File: src/hdl/cr_queue.sv
// short register queue between the classifying front and the arithmetic back
// no dependencies
module cr_queue #(
  parameter int WIDTH = 8,
  parameter int DEPTH = 4
) (
  input  logic             clk,
  input  logic             rst,
  input  logic             push,
  input  logic [WIDTH-1:0] din,
  output logic             full,
  input  logic             pop,
  output logic [WIDTH-1:0] dout,
  output logic             valid
);

  localparam int PW = $clog2(DEPTH);
  localparam int NW = $clog2(DEPTH + 1);

  logic [WIDTH-1:0] slots [DEPTH];
  logic [PW-1:0]    wp;
  logic [PW-1:0]    rp;
  logic [NW-1:0]    count;

  assign full  = (count == NW'(DEPTH));
  assign valid = (count != '0);
  assign dout  = slots[rp];

  always_ff @(posedge clk) begin
    if (rst) begin
      wp    <= '0;
      rp    <= '0;
      count <= '0;
    end else begin
      if (push) begin
        wp <= (wp == PW'(DEPTH - 1)) ? '0 : wp + PW'(1);
      end
      if (pop) begin
        rp <= (rp == PW'(DEPTH - 1)) ? '0 : rp + PW'(1);
      end
      if (push && !pop) begin
        count <= count + NW'(1);
      end else if (pop && !push) begin
        count <= count - NW'(1);
      end
    end
  end

  always_ff @(posedge clk) begin
    if (push) begin
      slots[wp] <= din;
    end
  end

endmodule

File: config.mk
export PLATFORM = sky130hd
export DESIGN_NAME = cr_queue
export DESIGN_NICKNAME = d
export VERILOG_FILES = /design/src/hdl/cr_queue.sv
export SDC_FILE = /design/constraint.sdc
export NUM_CORES = 1
export LEC_CHECK = 0
export BUFFER_PORTS_ARGS = -buffer_cell sky130_fd_sc_hd__buf_2
export CAP_MARGIN = 0
export CORE_MARGIN = 10
export CORE_UTILIZATION = 59
export CTS_CLUSTER_DIAMETER = 40
export DETAILED_ROUTE_END_ITERATION = 8
export HOLD_SLACK_MARGIN = 0.02
export PLACE_DENSITY_LB_ADDON = 0.25
export REMOVE_ABC_BUFFERS = 1
export SLEW_MARGIN = 20
export SYNTH_ARGS = -nofsm -noshare
export SYNTH_HDL_FRONTEND = slang
export SYNTH_SLANG_ARGS = --single-unit
File: constraint.sdc
create_clock -name clk -period 3.45 [get_ports clk]
set_clock_uncertainty 0.15 [all_clocks]
set_input_delay 0 -clock clk [delete_from_list [all_inputs] [get_ports clk]]
set_output_delay 0 -clock clk [all_outputs]
set_load 0.02 [all_outputs]
==> Yosys cells after proc, flatten, opt, wreduce, memory -nomap -nowiden <==
Memory sizes are Yosys's and may differ from the RTL's. A register that Yosys moved wholly into a read port is not among the register bits.
Index checks and enable logic that the tools add are counted.
{ "word_totals": {"reg_bits": 7, "mem_bits_rw": 32, "inputBits": 12, "out_inout_bits": 10, "elab_cells": 25, "n_memories": 1} }
{ "memory_table": {"columns": ["name", "words", "word_bits", "rd", "rd_ports_with_merged_regs", "wr", "line_no", "text"], "rows": [
  ["slots", 4, 8, 1, 1, 1, "20", "logic [WIDTH-1:0] slots [DEPTH];"]
]} }
{ "op_classes": {"addsub": 4, "eq_ne": 3, "muxes": 8, "n_reduce_logical": 6} }
{ "ops": {"columns": ["op", "count"], "rows": [
  ["2-to-1 mux 2 bit", 4],
  ["2-to-1 mux 3 bit", 2],
  ["adder 2 x 1 -> 2 bit (second input constant)", 2],
  ["equality test 2 bit (second input constant)", 2],
  ["adder 3 x 1 -> 3 bit (second input constant)", 1],
  ["equality test 3 bit (second input constant)", 1],
  ["nonzero test 3 bit", 1],
  ["subtractor 3 x 1 -> 3 bit (second input constant)", 1],
  ["logical AND 1 bit", 2],
  ["logical NOT 1 bit", 2],
  ["2-to-1 mux 1 bit", 2],
  ["nonzero test 2 bit", 1]
]} }

==> Longest topological paths before layout <==
{ "logic_depth": {"ltp_word": 4, "mapped_depth": 7} }

==> Least setup slack after synthesis <==
OpenSTA, ideal clock, no wires.
{ "synth_timing": {"path_kind": "flip-flop to flip-flop", "startpoint": "register count[0]", "endpoint": "register count[2]", "setup_time_ps": 70, "arrival_time_ps": 1318, "setup_slack_ps": 1912, "stages_incl_launch_ff": 5, "period_less_slack_ps": 1538, "cell_sequence": "dfxtp_1 fa_1 xor2_1 or3_1 a21oi_1"} }
{ "synth_between": {"elab_chain_len": 3} }
{ "synth_rtl": {"columns": ["element", "line_no", "text"], "rows": [
  ["from (decl)", "23", "logic [NW-1:0] count;"],
  ["from (signal assigned)", "42", "count <= count + NW'(1);"],
  ["from (signal assigned)", "44", "count <= count - NW'(1);"],
  ["subtractor 3 x 1 -> 3 bit", "44", null],
  ["2-to-1 mux 3 bit", "43", "end else if (pop && !push) begin"],
  ["2-to-1 mux 3 bit *", "41", "if (push && !pop) begin"]
]} }
Every way passes the cells marked *; elsewhere a longest branch is shown, timed or not. The select of a mux whose other input is x is not followed.
A chain may end at the register's enable or synchronous reset.

==> metrics <==
met2 track demand over resource=0.201; cell taking the most area after synthesis=edfxtp_1; status=finished, final reports clean; most area-consuming cells after synthesis=edfxtp_1 (60%), dfxtp_1 (11%), mux4_2 (11%); sequential element share of the synthesized area=0.714; WS Path Type=flop to output port; CTS tree=built; starting DRC count in detailed routing=64; io pins=22; Die Height=72.1 um; GP Congestion=0.691; htree depth=2; max frequency=521 MHz; vias per inst=5.50; Reg area=0.00114 sq mm; row cnt=18; Endpoint, Worst Hold=slots[3][0]$_DFFE_PP_; Avg Synthesized Cell Area=18.6 sq um; CP required=3300 ps; R2R depth=4; global-route wire length before repair=4510 um; Buffers on Ports=21; footprint of the multi-input gates=427 sq um; Residual DRC=0; Max FO, Critical Path=8; gr ovfl total=0; clk buf depth=2; Design Area, Final=0.00188 sq mm; Synth Instances=86; Hold Startpoint=din[0]; worst vdd ir=370 uV; power per cell area=496 mW/mm^2; Critical Path Start Type=flop; FF+latch count, synth=41; fraction of final layout cells sized beyond drive strength 1=0.274; CP arrival=1770 ps; CP Capture Type=output port; Netlist cell types=16; vias in the first global route=954; Worst Max-Slew Pin Slew=526 ps; Initial Utilization=0.634; Area growth syn-to-layout=17.8%; met3 Usage GRT=0.0626; Num CTS Buffers=5; Routed WL per cell=17.7 um; DIE AREA=0.00519 sq mm; hold path cells=2; RSZ-0062 raised after global routing=no; Relative slew margins=0.649; placed cells=135; detailed placer's ending HPWL=1900 um; DRT Pass-1 Iters=4; share of the synthesized area in the top cell type=0.601; setup TNS=0 ps; fin cells=154; DP Area=0.00173 sq mm; Period Utilization, post-route=0.557; Mapped Area=0.00160 sq mm; # fillers=165; Placeable Area=0.00252 sq mm; largest net degree at the start of global routing=12; max-cap violations=0; grt met1 use=0.113; Reg clk slew, reported paths=110 ps; Most Crowded Layer GR=met2; Max Slew Vio Count=0; reg-to-reg critical path endpoint=count[2]$_SDFFE_PP0P_; initial antenna violation count=0; Clock Tree Root=clkbuf_4; number of nets in the layout=142; Hold/Removal Path Class=input port to flop; Worst R2R Setup Slack=1780 ps; Final setup viols=0; Lkg Pwr=0.708 nW; minimum clock period=1920 ps; clock latency on the worst-skew pair=330 ps; DRT antenna net count=0; Hold Vio Cnt, Final=0; CTS Sinks=41; synth warn=0; die width=72.1 um; ant diodes=0; All-Layer GR Usage=0.116; worst r2r src=count[0]$_SDFFE_PP0P_; total number of vias=847; final WL=2730 um
## logic make-up after synthesis
logic type	share of synthesized area
DFF	0.714
adders and majority gates	0.0595
and+or+nand+nor	0.0493
buffers and inverters	0.0196
xor gates and xnor gates	0.0110
AOI/OAI and AO/OA	0.00939
muxes	0.138
## where the power goes
part | switching, mW | internal, mW
clock network | 0.136 | 0.0813
logic | 0.0713 | 0.0641
registers | 0.0212 | 0.561
total | 0.229 | 0.707
## through the flow
stage          hold slack, ps  setup slack [ps]  power (mW)  utilization
5_1_grt                   241              1380       0.984        0.747
6_report                  263              1530       0.935        0.747
3_3_place_gp             64.4              1870       0.714        0.684
3_5_place_dp             64.0              1800       0.721        0.684
4_1_cts                   245              1450       0.948        0.747
2_1_floorplan           -80.9              1910       0.673            -
## timing repair
item,in CTS,in global routing
resized for setup,0,0
hold buffers,11,0
setup buffers,0,0
endpoints found under the hold margin,41,0
## cell usage in the layout (no fill, tap or decap)
cell type,instances
clkbuf_4,5
or3_1,2
mux2i_1,4
inv_1,4
nor2_1,7
dfxtp_1,9
dlygate4sd3_1,11
mux4_2,8
fa_1,1
xor2_1,2
ha_1,6
edfxtp_1,32
a21oi_1,2
o21ai_0,1
buf_2,21
clkbuf_1,3
and2_1,4
nor3b_1,2
## flip-flops by register name, indices dropped and copies added, names as in the netlist, named ones only
| signal | flops |
|---|---|
| slots | 32 |
| count | 3 |
| rp | 2 |
| wp | 2 |
## how the worst max path moves through the flow
stage | from | end | slack, ps | cells after the start
final | flop | dout[6] | 1530 | 2
after global routing | flop | dout[6] | 1380 | 2
after CTS | flop | dout[6] | 1450 | 2
after detailed placement | pop | count[2]$_SDFFE_PP0P_ | 1800 | 8
after global placement | pop | count[2]$_SDFFE_PP0P_ | 1870 | 8
after floorplan | count[0]$_SDFFE_PP0P_ | count[2]$_SDFFE_PP0P_ | 1910 | 4
## worst max-delay path, stage by stage (launching register included)
cell and delay, ps:
dfxtp_1 660, mux4_2 590, buf_2 180
## cell type report
cell class | instances | share of cell area
tap | 30 | 0.0199
multi-input combinational | 39 | 0.226
clock buffer | 8 | 0.0259
timing repair buffer | 32 | 0.114
inverter | 4 | 0.00797
sequential | 41 | 0.606
## cells in the mapped netlist
cell and number:
buf_6 1, and2_1 4, inv_1 4, or3_1 2
mux4_2 8, edfxtp_1 32, clkbuf_2 1, mux2i_1 4
nor3b_1 2, dfxtp_1 9, o21ai_0 1, a21oi_1 2
ha_1 6, fa_1 1, xor2_1 2, nor2_1 7
## per-layer routing
layer	vias up	wire length [um]
met4	0	21
met2	22	1490
met5	-	0
met3	2	185
met1	420	1030
li1	403	-
No activity file was read; power rests on OpenSTA's default activity.
