<file path="src/hdl/cr_pkg.sv">
// shared types, codes and constants for the catmull-rom curve point evaluator
// no dependencies; imported by cr_front, cr_back and the top level
package cr_pkg;

  localparam int DEF_MAX_POINTS = 64;
  localparam int DEF_FRAC_BITS  = 16;
  localparam int COORD_W        = 32;
  localparam int INDEX_W        = 6;
  localparam int COUNT_W        = 7;
  localparam int PT_W           = 34;
  localparam int QUEUE_DEPTH    = 4;
  localparam int LANES          = 4;
  localparam int AXES           = 3;

  localparam logic REQ_LOAD = 1'b0;
  localparam logic REQ_EVAL = 1'b1;

  localparam logic [1:0] MODE_ERR   = 2'd0;
  localparam logic [1:0] MODE_FIRST = 2'd1;
  localparam logic [1:0] MODE_LAST  = 2'd2;
  localparam logic [1:0] MODE_CURVE = 2'd3;

  typedef struct packed {
    logic       is_load;
    logic [1:0] mode;
    logic       lo_ph;
    logic       hi_ph;
  } cr_ctl_t;

endpackage

</file>
<file path="src/hdl/cr_front.sv">
// front end: takes input transfers, sorts loads from evaluations, finds the segment
// and fraction of an evaluation; depends on cr_pkg
module cr_front #(
  parameter int MAX_POINTS = 64,
  parameter int FRAC_BITS  = 16,
  parameter int AW         = 6,
  parameter int CW         = 7
) (
  input  logic [cr_pkg::COUNT_W-1:0]                 point_count,
  input  logic                                       in_valid,
  output logic                                       in_ready,
  input  logic                                       req_type,
  input  logic [cr_pkg::INDEX_W-1:0]                 point_index,
  input  logic [cr_pkg::AXES*cr_pkg::COORD_W-1:0]    coords,
  input  logic signed [FRAC_BITS+1:0]                curve_param,
  input  logic                                       q_full,
  output logic                                       push,
  output cr_pkg::cr_ctl_t                            ctl,
  output logic [AW-1:0]                              addr,
  output logic [FRAC_BITS-1:0]                       frac,
  output logic [cr_pkg::AXES*cr_pkg::COORD_W-1:0]    data
);

  import cr_pkg::*;

  logic [CW-1:0]           n;
  logic [CW-1:0]           nm1;
  logic [CW-1:0]           nm2;
  logic [FRAC_BITS+CW-1:0] s;
  logic [CW-1:0]           seg_raw;
  logic [CW-1:0]           seg;
  logic                    t_le0;
  logic                    t_ge1;
  logic                    in_range;

  always_comb begin
    n = (32'(point_count) > MAX_POINTS) ? CW'(MAX_POINTS) : CW'(point_count);
    nm1 = n - CW'(1);
    nm2 = n - CW'(2);
    t_le0 = curve_param[FRAC_BITS+1] || (curve_param == '0);
    t_ge1 = !curve_param[FRAC_BITS+1] && curve_param[FRAC_BITS];
    s = curve_param[FRAC_BITS-1:0] * nm1;
    seg_raw = s[FRAC_BITS+CW-1:FRAC_BITS];
    seg = (seg_raw > nm2) ? nm2 : seg_raw;
    frac = s[FRAC_BITS-1:0];
    in_range = 32'(point_index) < MAX_POINTS;

    in_ready = !q_full;
    push = in_valid && !q_full && ((req_type == REQ_EVAL) || in_range);

    ctl.is_load = (req_type == REQ_LOAD);
    ctl.lo_ph = (seg == '0);
    ctl.hi_ph = (seg == nm2);
    if (n == '0) begin
      ctl.mode = MODE_ERR;
    end else if (t_le0) begin
      ctl.mode = MODE_FIRST;
    end else if (t_ge1) begin
      ctl.mode = MODE_LAST;
    end else if (n < CW'(3)) begin
      ctl.mode = MODE_ERR;
    end else begin
      ctl.mode = MODE_CURVE;
    end

    if (ctl.is_load) begin
      addr = AW'(point_index);
    end else begin
      case (ctl.mode)
        MODE_LAST:  addr = AW'(nm1);
        MODE_CURVE: addr = AW'(seg);
        default:    addr = '0;
      endcase
    end
    data = coords;
  end

endmodule

</file>
<file path="config.mk">
export PLATFORM = sky130hd
export DESIGN_NAME = cr_front
export DESIGN_NICKNAME = d
export VERILOG_FILES = /design/src/hdl/cr_pkg.sv /design/src/hdl/cr_front.sv
export SDC_FILE = /design/constraint.sdc
export NUM_CORES = 1
export LEC_CHECK = 0
export CAP_MARGIN = 25
export CORE_ASPECT_RATIO = 0.75
export CORE_MARGIN = 1
export CORE_UTILIZATION = 55
export DETAILED_ROUTE_END_ITERATION = 10
export DONT_BUFFER_PORTS = 1
export PLACE_DENSITY = 0.7
export SLEW_MARGIN = 5
export SYNTH_ARGS = -nofsm -noshare
export SYNTH_HDL_FRONTEND = slang
export SYNTH_SLANG_ARGS = --single-unit
</file>
<file path="constraint.sdc">
create_clock -name vclk -period 9.7
set_input_delay 0.97 -clock vclk [all_inputs]
set_output_delay 0.97 -clock vclk [all_outputs]
set_load 0.02 [all_outputs]
</file>
Word-level counts from Yosys, hierarchy flattened
Index checks and enable logic that the tools add are counted.
{"block": "classes", "reduce_logical": 8, "n_bitwise": 1, "n_mux": 8, "order_cmp": 3, "n_eq_ne": 3, "n_mul": 1, "add_sub_neg": 2}
{"op": "16-bit by 7-bit multiplier with 23-bit output", "n": 1}
{"op": "18-bit logical NOT", "n": 1}
{"op": "7-bit logical NOT", "n": 2}
{"op": "7-bit two-way mux", "n": 2}
{"op": "6-bit case mux with 2 select lines", "n": 1}
{"op": "2-bit two-way mux", "n": 4}
{"op": "7-bit equality test", "n": 1}
{"op": "7-bit greater-than comparator", "n": 1}
{"op": "7-bit greater-than comparator (second input constant)", "n": 1}
{"op": "7-bit by 2-bit less-than comparator with 1-bit output (second input constant)", "n": 1}
{"op": "7-bit by 1-bit subtractor with 7-bit output (second input constant)", "n": 1}
{"op": "7-bit by 2-bit subtractor with 7-bit output (second input constant)", "n": 1}
{"op": "6-bit two-way mux", "n": 1}
{"op": "2-bit equality test (second input constant)", "n": 2}
{"op": "1-bit logical AND", "n": 2}
{"op": "1-bit logical NOT", "n": 2}
{"op": "1-bit logical OR", "n": 1}
{"op": "1-bit inverter", "n": 1}
{"block": "totals", "input_bits": 130, "word_cells": 26, "output_inout_bits": 125, "regBits": 0}

Logic depth before layout (Yosys ltp)
Gate-level depths: netlist of run 1.
{"block": "depth", "depth_word": 10, "mapped_depth": 33, "mapped_depth_nobuf": 32}

Worst setup path after synthesis of run 1
Ideal clock, no wire load.
{"block": "synth_timing", "path_kind": "input -> output", "startpoint": "in point_count[6] in the netlist's numbering", "endpoint": "out addr[5]", "n_path_buf": 4, "path_stages": 30, "arrival_ps": 8179, "required_ps": 8730, "slack_ps": 551, "cell_sequence": "nand2b_1 > clkbuf_1 > clkbuf_1 > ha_1 > nor2_1 > a21oi_1 > clkbuf_1 > and2_1 > fa_1 > fa_1 > fa_1 > inv_1 > fa_1 > inv_1 > ha_1 > o21a_1 > or2_2 > o211a_1 > nor2_1 > nor4_1 > nor3_1 > ha_1 > a211oi_1 > o21bai_1 > o21ba_2 > buf_2 > a211o_1 > a211oi_1 > a221oi_1 > nor2_1"}
{"block": "synth_via", "elab_chain_cells": 10, "word_cells_on_any_way": 17, "classes_between": "add/sub (2); mul (1); order compare (3); eq/ne (2); mux (8); reduce/logical (1)"}
{"element": "from (decl)", "line": "cr_front.sv:9", "rtl": "input logic [cr_pkg::COUNT_W-1:0] point_count,"}
{"element": "7-bit greater-than comparator", "line": "cr_front.sv:37", "rtl": "n = (32'(point_count) > MAX_POINTS) ? CW'(MAX_POINTS) : CW'(point_count);"}
{"element": "7-bit two-way mux (*)", "line": "cr_front.sv:37"}
{"element": "parallel branches: the longest is 6 deep, another holds 16-bit by 7-bit multiplier with 23-bit output"}
{"element": "6-bit case mux with 2 select lines (*)", "line": "cr_front.sv:69", "rtl": "case (ctl.mode)"}
{"element": "6-bit two-way mux (*)", "line": "cr_front.sv:66", "rtl": "if (ctl.is_load) begin"}
{"element": "to (decl)", "line": "cr_front.sv:19", "rtl": "output logic [AW-1:0] addr,"}
Mark *: on every way between the ends.

Final worst setup path of run 1
{"block": "layout_timing", "startpoint": "in point_count[6] in the netlist's numbering", "endpoint": "out addr[1]"}
Same word-level chain as after synthesis.

==> results of run 1 <==
==> cells in the final DEF (no fill, tap or decap), types with 9 or more instances in the layout <==
| master | Yosys | routed |
|---|---|---|
| xnor2_1 | 18 | 18 |
| inv_1 | 78 | 78 |
| a21oi_1 | 32 | 32 |
| o21ai_0 | 11 | 11 |
| and2_1 | 63 | 63 |
| nand3_1 | 9 | 9 |
| buf_4 | 97 | 13 |
| nor4_1 | 9 | 9 |
| o21a_1 | 9 | 9 |
| nand4_1 | 9 | 9 |
| ha_1 | 53 | 53 |
| nor2b_1 | 14 | 14 |
| fa_1 | 69 | 69 |
| nand2_1 | 60 | 59 |
| nor2_1 | 39 | 39 |
==> power by group through the flow <==
| stage | Clock (mW) | Sequential, mW | Combinational [mW] |
|---|---|---|---|
| 4_1_cts | 0 | 0 | 2.16 |
| 3_3_place_gp | 0 | 0 | 2.11 |
| 3_5_place_dp | 0 | 0 | 2.14 |
| 5_1_grt | 0 | 0 | 2.40 |
| 6_report | 0 | 0 | 2.18 |
| 2_1_floorplan | 0 | 0 | 1.78 |
==> worst min-delay path by stage <==
stage / endpoint / from / slack [ps]
after global placement: data[0] / coords[0] / 1940
final: data[42] / coords[42] / 1940
after detailed placement: data[0] / coords[0] / 1940
after CTS: data[0] / coords[0] / 1940
after floorplan: in_ready / q_full / 2020
after global routing: data[45] / coords[45] / 1940
==> cell type report <==
type / count / area share, %
well taps: 128 / 3.298
multi-input cells: 489 / 88.66
repair buffers: 13 / 2.010
inverters: 78 / 6.029
==> cells by family after synthesis <==
group           Yosys count
mux                       6
buf+inv                 193
simple gates            225
xor+xnor                 26
compound gates          110
fa+ha+maj               122
==> routing by layer <==
layer / vias up / GRT usage (%) / part of all wire [%]
met5: - / 0 / 0
met4: 0 / 9.674 / 3.6
met3: 81 / 4.429 / 9.7
met2: 189 / 39.54 / 42
met1: 2076 / 40.21 / 45
li1: 1956 / - / -
==> repair_timing <==
action,CTS,global route
hold endpoints to repair,0,0
resized for setup,0,3
setup endpoints to repair,0,4
setup buffers,0,0
==> impl_metrics.tcl, run 1 <==
set metrics [dict create \
    placed_area_um2 4842 \
    synth_most_common_cell "buf_4" \
    synth_seq_area_share_pct 0 \
    place_ws_ps 392.4 \
    synthTopCellsByCount "97 x buf_4, 78 x inv_1, 69 x fa_1" \
    cp.depth 28 \
    synthCells 682 \
    muxShareOfSynthArea_pct 1.161 \
    multiInputGateArea_um2 4305 \
    track_usage_pct 27.11 \
    crit_end "addr[1]" \
    whs_path_depth 0 \
    worstSetupPathType "input pin to primary output" \
    synth_cell_types 61 \
    p_switching_mw 1.396 \
    worst-path-buf-inv 5 \
    synthXorXnorAreaFrac_pct 4.365 \
    detail-route-antenna-nets 0 \
    synth_compound_area_share_pct 14.63 \
    power_frac_comb_pct 100.0 \
    io_buffers 0 \
    drc 0 \
    peakVddDrop_mv 0.2406 \
    drv_cap 0 \
    swShare_pct 64.08 \
    setup_ws_ps 416.6 \
    worst_slew_pin_slew_ps 653.7 \
    relSlewSlack_pct 56.08 \
    synthTopCellsByArea "fa_1 26%, buf_4 14%, ha_1 12%" \
    maxSlewViolCount 0 \
    power_leakage_nw 2.331 \
    routedWlPerCell_um 19.27 \
    finalNetCount 834 \
    p_total_mw 2.179 \
    synth_top_area_share_pct 25.63 \
    p_clk_share_pct 0 \
    grt_pass1_vias 4135 \
    finalSetupTns_ps 0 \
    setup_viol 0 \
    area_growth_pct -9.891 \
    slowest_stage "or4_1" \
    final_area_um2 4856 \
    holdWs_ps 1940 \
    stdcell_count 708 \
    dp.cells 708 \
    crit_arrival_ps 8310 \
    grt_max_degree 18 \
    synth_top_family_by_area "adder cells" \
    syn-cell-area_um2 5389 \
    seqPwrFrac_pct 0 \
    nClkBuffers 0 \
    period_minus_slack_ps 9283 \
    hold_viol_final 0 \
    core-area_um2 9271 \
    dp_hpwl_um 11440 \
    io_pins 255 \
    worst_path_largest_cell_delay_ps 550 \
    grt_overflow 0 \
    start_kind "input pin" \
    seqCellArea_um2 0 \
    die_h_um 87.73 \
    endpoint_kind "primary output" \
    timing.fmax_mhz 107.7 \
    die_width_um 116.3 \
    nFlopsAndLatches 0 \
    finalCritPeriodShare_pct 95.70 \
    drt-total-wl_um 13640 \
    crit_required_ps 8730 \
    hold_path.class "input pin to primary output" \
    drive_above_1_share_pct 5.172 \
    rows 30 \
    drt_iter0_drc 295 \
    dieArea_um2 10200 \
    drt_pre_antenna_iters 6 \
    grt_pass1_wl_um 21780 \
    num-fill-cells 926 \
    routabilityCongestion 0.9046 \
    critPathMaxFanout 16 \
    syn_nets 934 \
    diodes 0 \
    outcome "finished, final reports clean" \
    yosys_warnings 0 \
    p_int_mw 0.7829 \
    grt_antenna_before_repair 0 \
    post_synth.cell_area_avg_um2 7.902 \
    synth_top_cell_by_area "fa_1" \
    vias_per_cell 6.076 \
    cts_hold_buf 0 \
    synthSimpleGateAreaFrac_pct 21.55 \
    fin_util_pct 52.38 \
    synthAdderAreaFrac_pct 37.94 \
    initial_core_util_pct 58.12 \
    cp_top_family "adder cells" \
    critical_path.startpoint "point_count[6]" \
    power.density_nw_per_um2 448.8 \
    vias 4302 \
]
No activity file was read; power rests on OpenSTA's default activity.
==> run 2: changes to the inputs <==
--- a/config.mk
+++ b/config.mk
@@ -8,10 +8,9 @@
 export CAP_MARGIN = 25
 export CORE_ASPECT_RATIO = 0.75
 export CORE_MARGIN = 1
-export CORE_UTILIZATION = 55
+export CORE_UTILIZATION = 46
 export DETAILED_ROUTE_END_ITERATION = 10
 export DONT_BUFFER_PORTS = 1
-export PLACE_DENSITY = 0.7
 export SLEW_MARGIN = 5
 export SYNTH_ARGS = -nofsm -noshare
 export SYNTH_HDL_FRONTEND = slang
==> constraint.sdc (replaced) <==
create_clock -name vclk -period 10.3
set_input_delay 1.03 -clock vclk [all_inputs]
set_output_delay 1.03 -clock vclk [all_outputs]
set_load 0.02 [all_outputs]
==> run 2 against run 1 <==
  * Critical path depth up 3
  * First-iteration DRC count down 24%
  * Flip-flop and latch count unchanged
  * Hold slack better by 120 ps
  * Critical endpoint is now addr[5]
  * Largest power group unchanged
  * Highest routed layer unchanged
  * Combinational power down 6%
==> impl_metrics.tcl, run 2 (synthesis results as in run 1) <==
set metrics [dict create \
    grt_pass1_wl_um 22050 \
    worst_path_largest_cell_delay_ps 570 \
    drt_pre_antenna_iters 5 \
    die_width_um 127.0 \
    setup_viol 0 \
    placed_area_um2 4820 \
    mostFrequentLayoutCell "inv_1" \
    routabilityCongestion 0.8823 \
    start_kind "input pin" \
    core-area_um2 11150 \
    peakVddDrop_mv 0.1598 \
    finalNetCount 829 \
    die_h_um 95.74 \
    initial_core_util_pct 48.34 \
    hold_viol_final 0 \
    io_pins 255 \
    relSlewSlack_pct 57.57 \
    vias 4219 \
    maxSlewViolCount 0 \
    drive_above_1_share_pct 4.174 \
    nClkBuffers 0 \
    num-fill-cells 1124 \
    io_buffers 0 \
    nFlopsAndLatches 0 \
    diodes 0 \
    timing.fmax_mhz 104.3 \
    drt_iter0_drc 224 \
    grt_overflow 0 \
    worst_slew_pin_slew_ps 631.6 \
    path_common_cell "fa_1" \
    critPathMaxFanout 14 \
    drt-total-wl_um 13850 \
    period_minus_slack_ps 9588 \
    worstSetupPathType "input pin to primary output" \
    cts_hold_buf 0 \
    dieArea_um2 12160 \
    area_growth_pct -10.52 \
    grt_max_degree 18 \
    seqCellArea_um2 0 \
    detail-route-antenna-nets 0 \
    grt_pass1_vias 4157 \
    most-common-layout-cells "78 x inv_1, 69 x fa_1, 63 x and2_1, 60 x nand2_1, 53 x ha_1" \
    dp_hpwl_um 11650 \
    crit_arrival_ps 8560 \
    endpoint_kind "primary output" \
    slowest_stage "or4_1" \
    finalCritPeriodShare_pct 93.08 \
    final_area_um2 4822 \
    finalSetupTns_ps 0 \
    routedWlPerCell_um 19.37 \
    grt_antenna_before_repair 0 \
    power_leakage_nw 2.304 \
    drc 0 \
    track_usage_pct 22.98 \
    power.density_nw_per_um2 423.1 \
    vias_per_cell 5.901 \
    rsz0062_at_grt "no" \
    outcome "finished, final reports clean" \
    crit_required_ps 9270 \
    rows 33 \
    hold_path.class "input pin to primary output" \
    p_total_mw 2.040 \
    drv_cap 0 \
]
## run 2: cell count changes in the layout (fill, tap and decap cells not counted)
cell	previous run	this run
o21ba_4	1	0
a211oi_2	1	0
nor2_1	39	38
buf_4	13	8
o21ba_2	1	2
nand2_1	59	60
a211oi_1	4	5
nor2_2	0	1
nand2_2	1	0
## run 2: report_power, final
group	switching (mW)	internal [mW]	leakage (nW)	total, mW
combinational	1.32	0.719	2.30	2.04
clock	0	0	0	0
sequential	0	0	0	0
total	1.32	0.719	2.30	2.04
## run 2: final timing paths
path / startpoint / endpoint / slack [ps] / cells past startpoint
worst max-delay path: point_count[6] / addr[5] / 710 / 31
worst min-delay path: coords[21] / data[21] / 2060 / 0
## run 2: critical path: cells and delay by family
kind,cells,cell delay [ps]
adder cells (fa/ha/maj),7,2990
AND/OR/NAND/NOR,9,2010
AO/OA/AOI/OAI,10,1990
buffers and inverters,4,360
XOR/XNOR,1,150
## run 2: area by class of cell
type	instances	area, um2	share of cell area [%]
tap	140	175.2	3.633
timing repair buffer	8	60.06	1.245
inverter	78	292.8	6.072
multi-input combinational	489	4294	89.05
## run 2: per-layer routing
layer / routed length [um] / part of all wire [%] / up-vias / track usage (%)
li1: - / - / 1949 / -
met2: 5688 / 41 / 172 / 33.65
met1: 6636 / 48 / 2040 / 34.44
met4: 474 / 3.4 / 0 / 8.234
met3: 1049 / 7.6 / 58 / 3.057
met5: 0 / 0 / - / 0
## run 2: what timing repair did
action / in CTS / in global routing
setup endpoints to repair: 0 / 5
setup buffers: 0 / 0
resized for setup: 0 / 1
## run 2: metrics by stage
step                util (%)  worst slack [ps]  instances  hold slack (ps)
floorplan                  -              1031        682             2137
global placement       43.23             777.3        715             2060
detailed placement     43.23             557.7        715             2060
CTS                    43.23             507.1        715             2060
global route           43.25             171.4        715             2060
finish                 43.25             712.4        715             2060
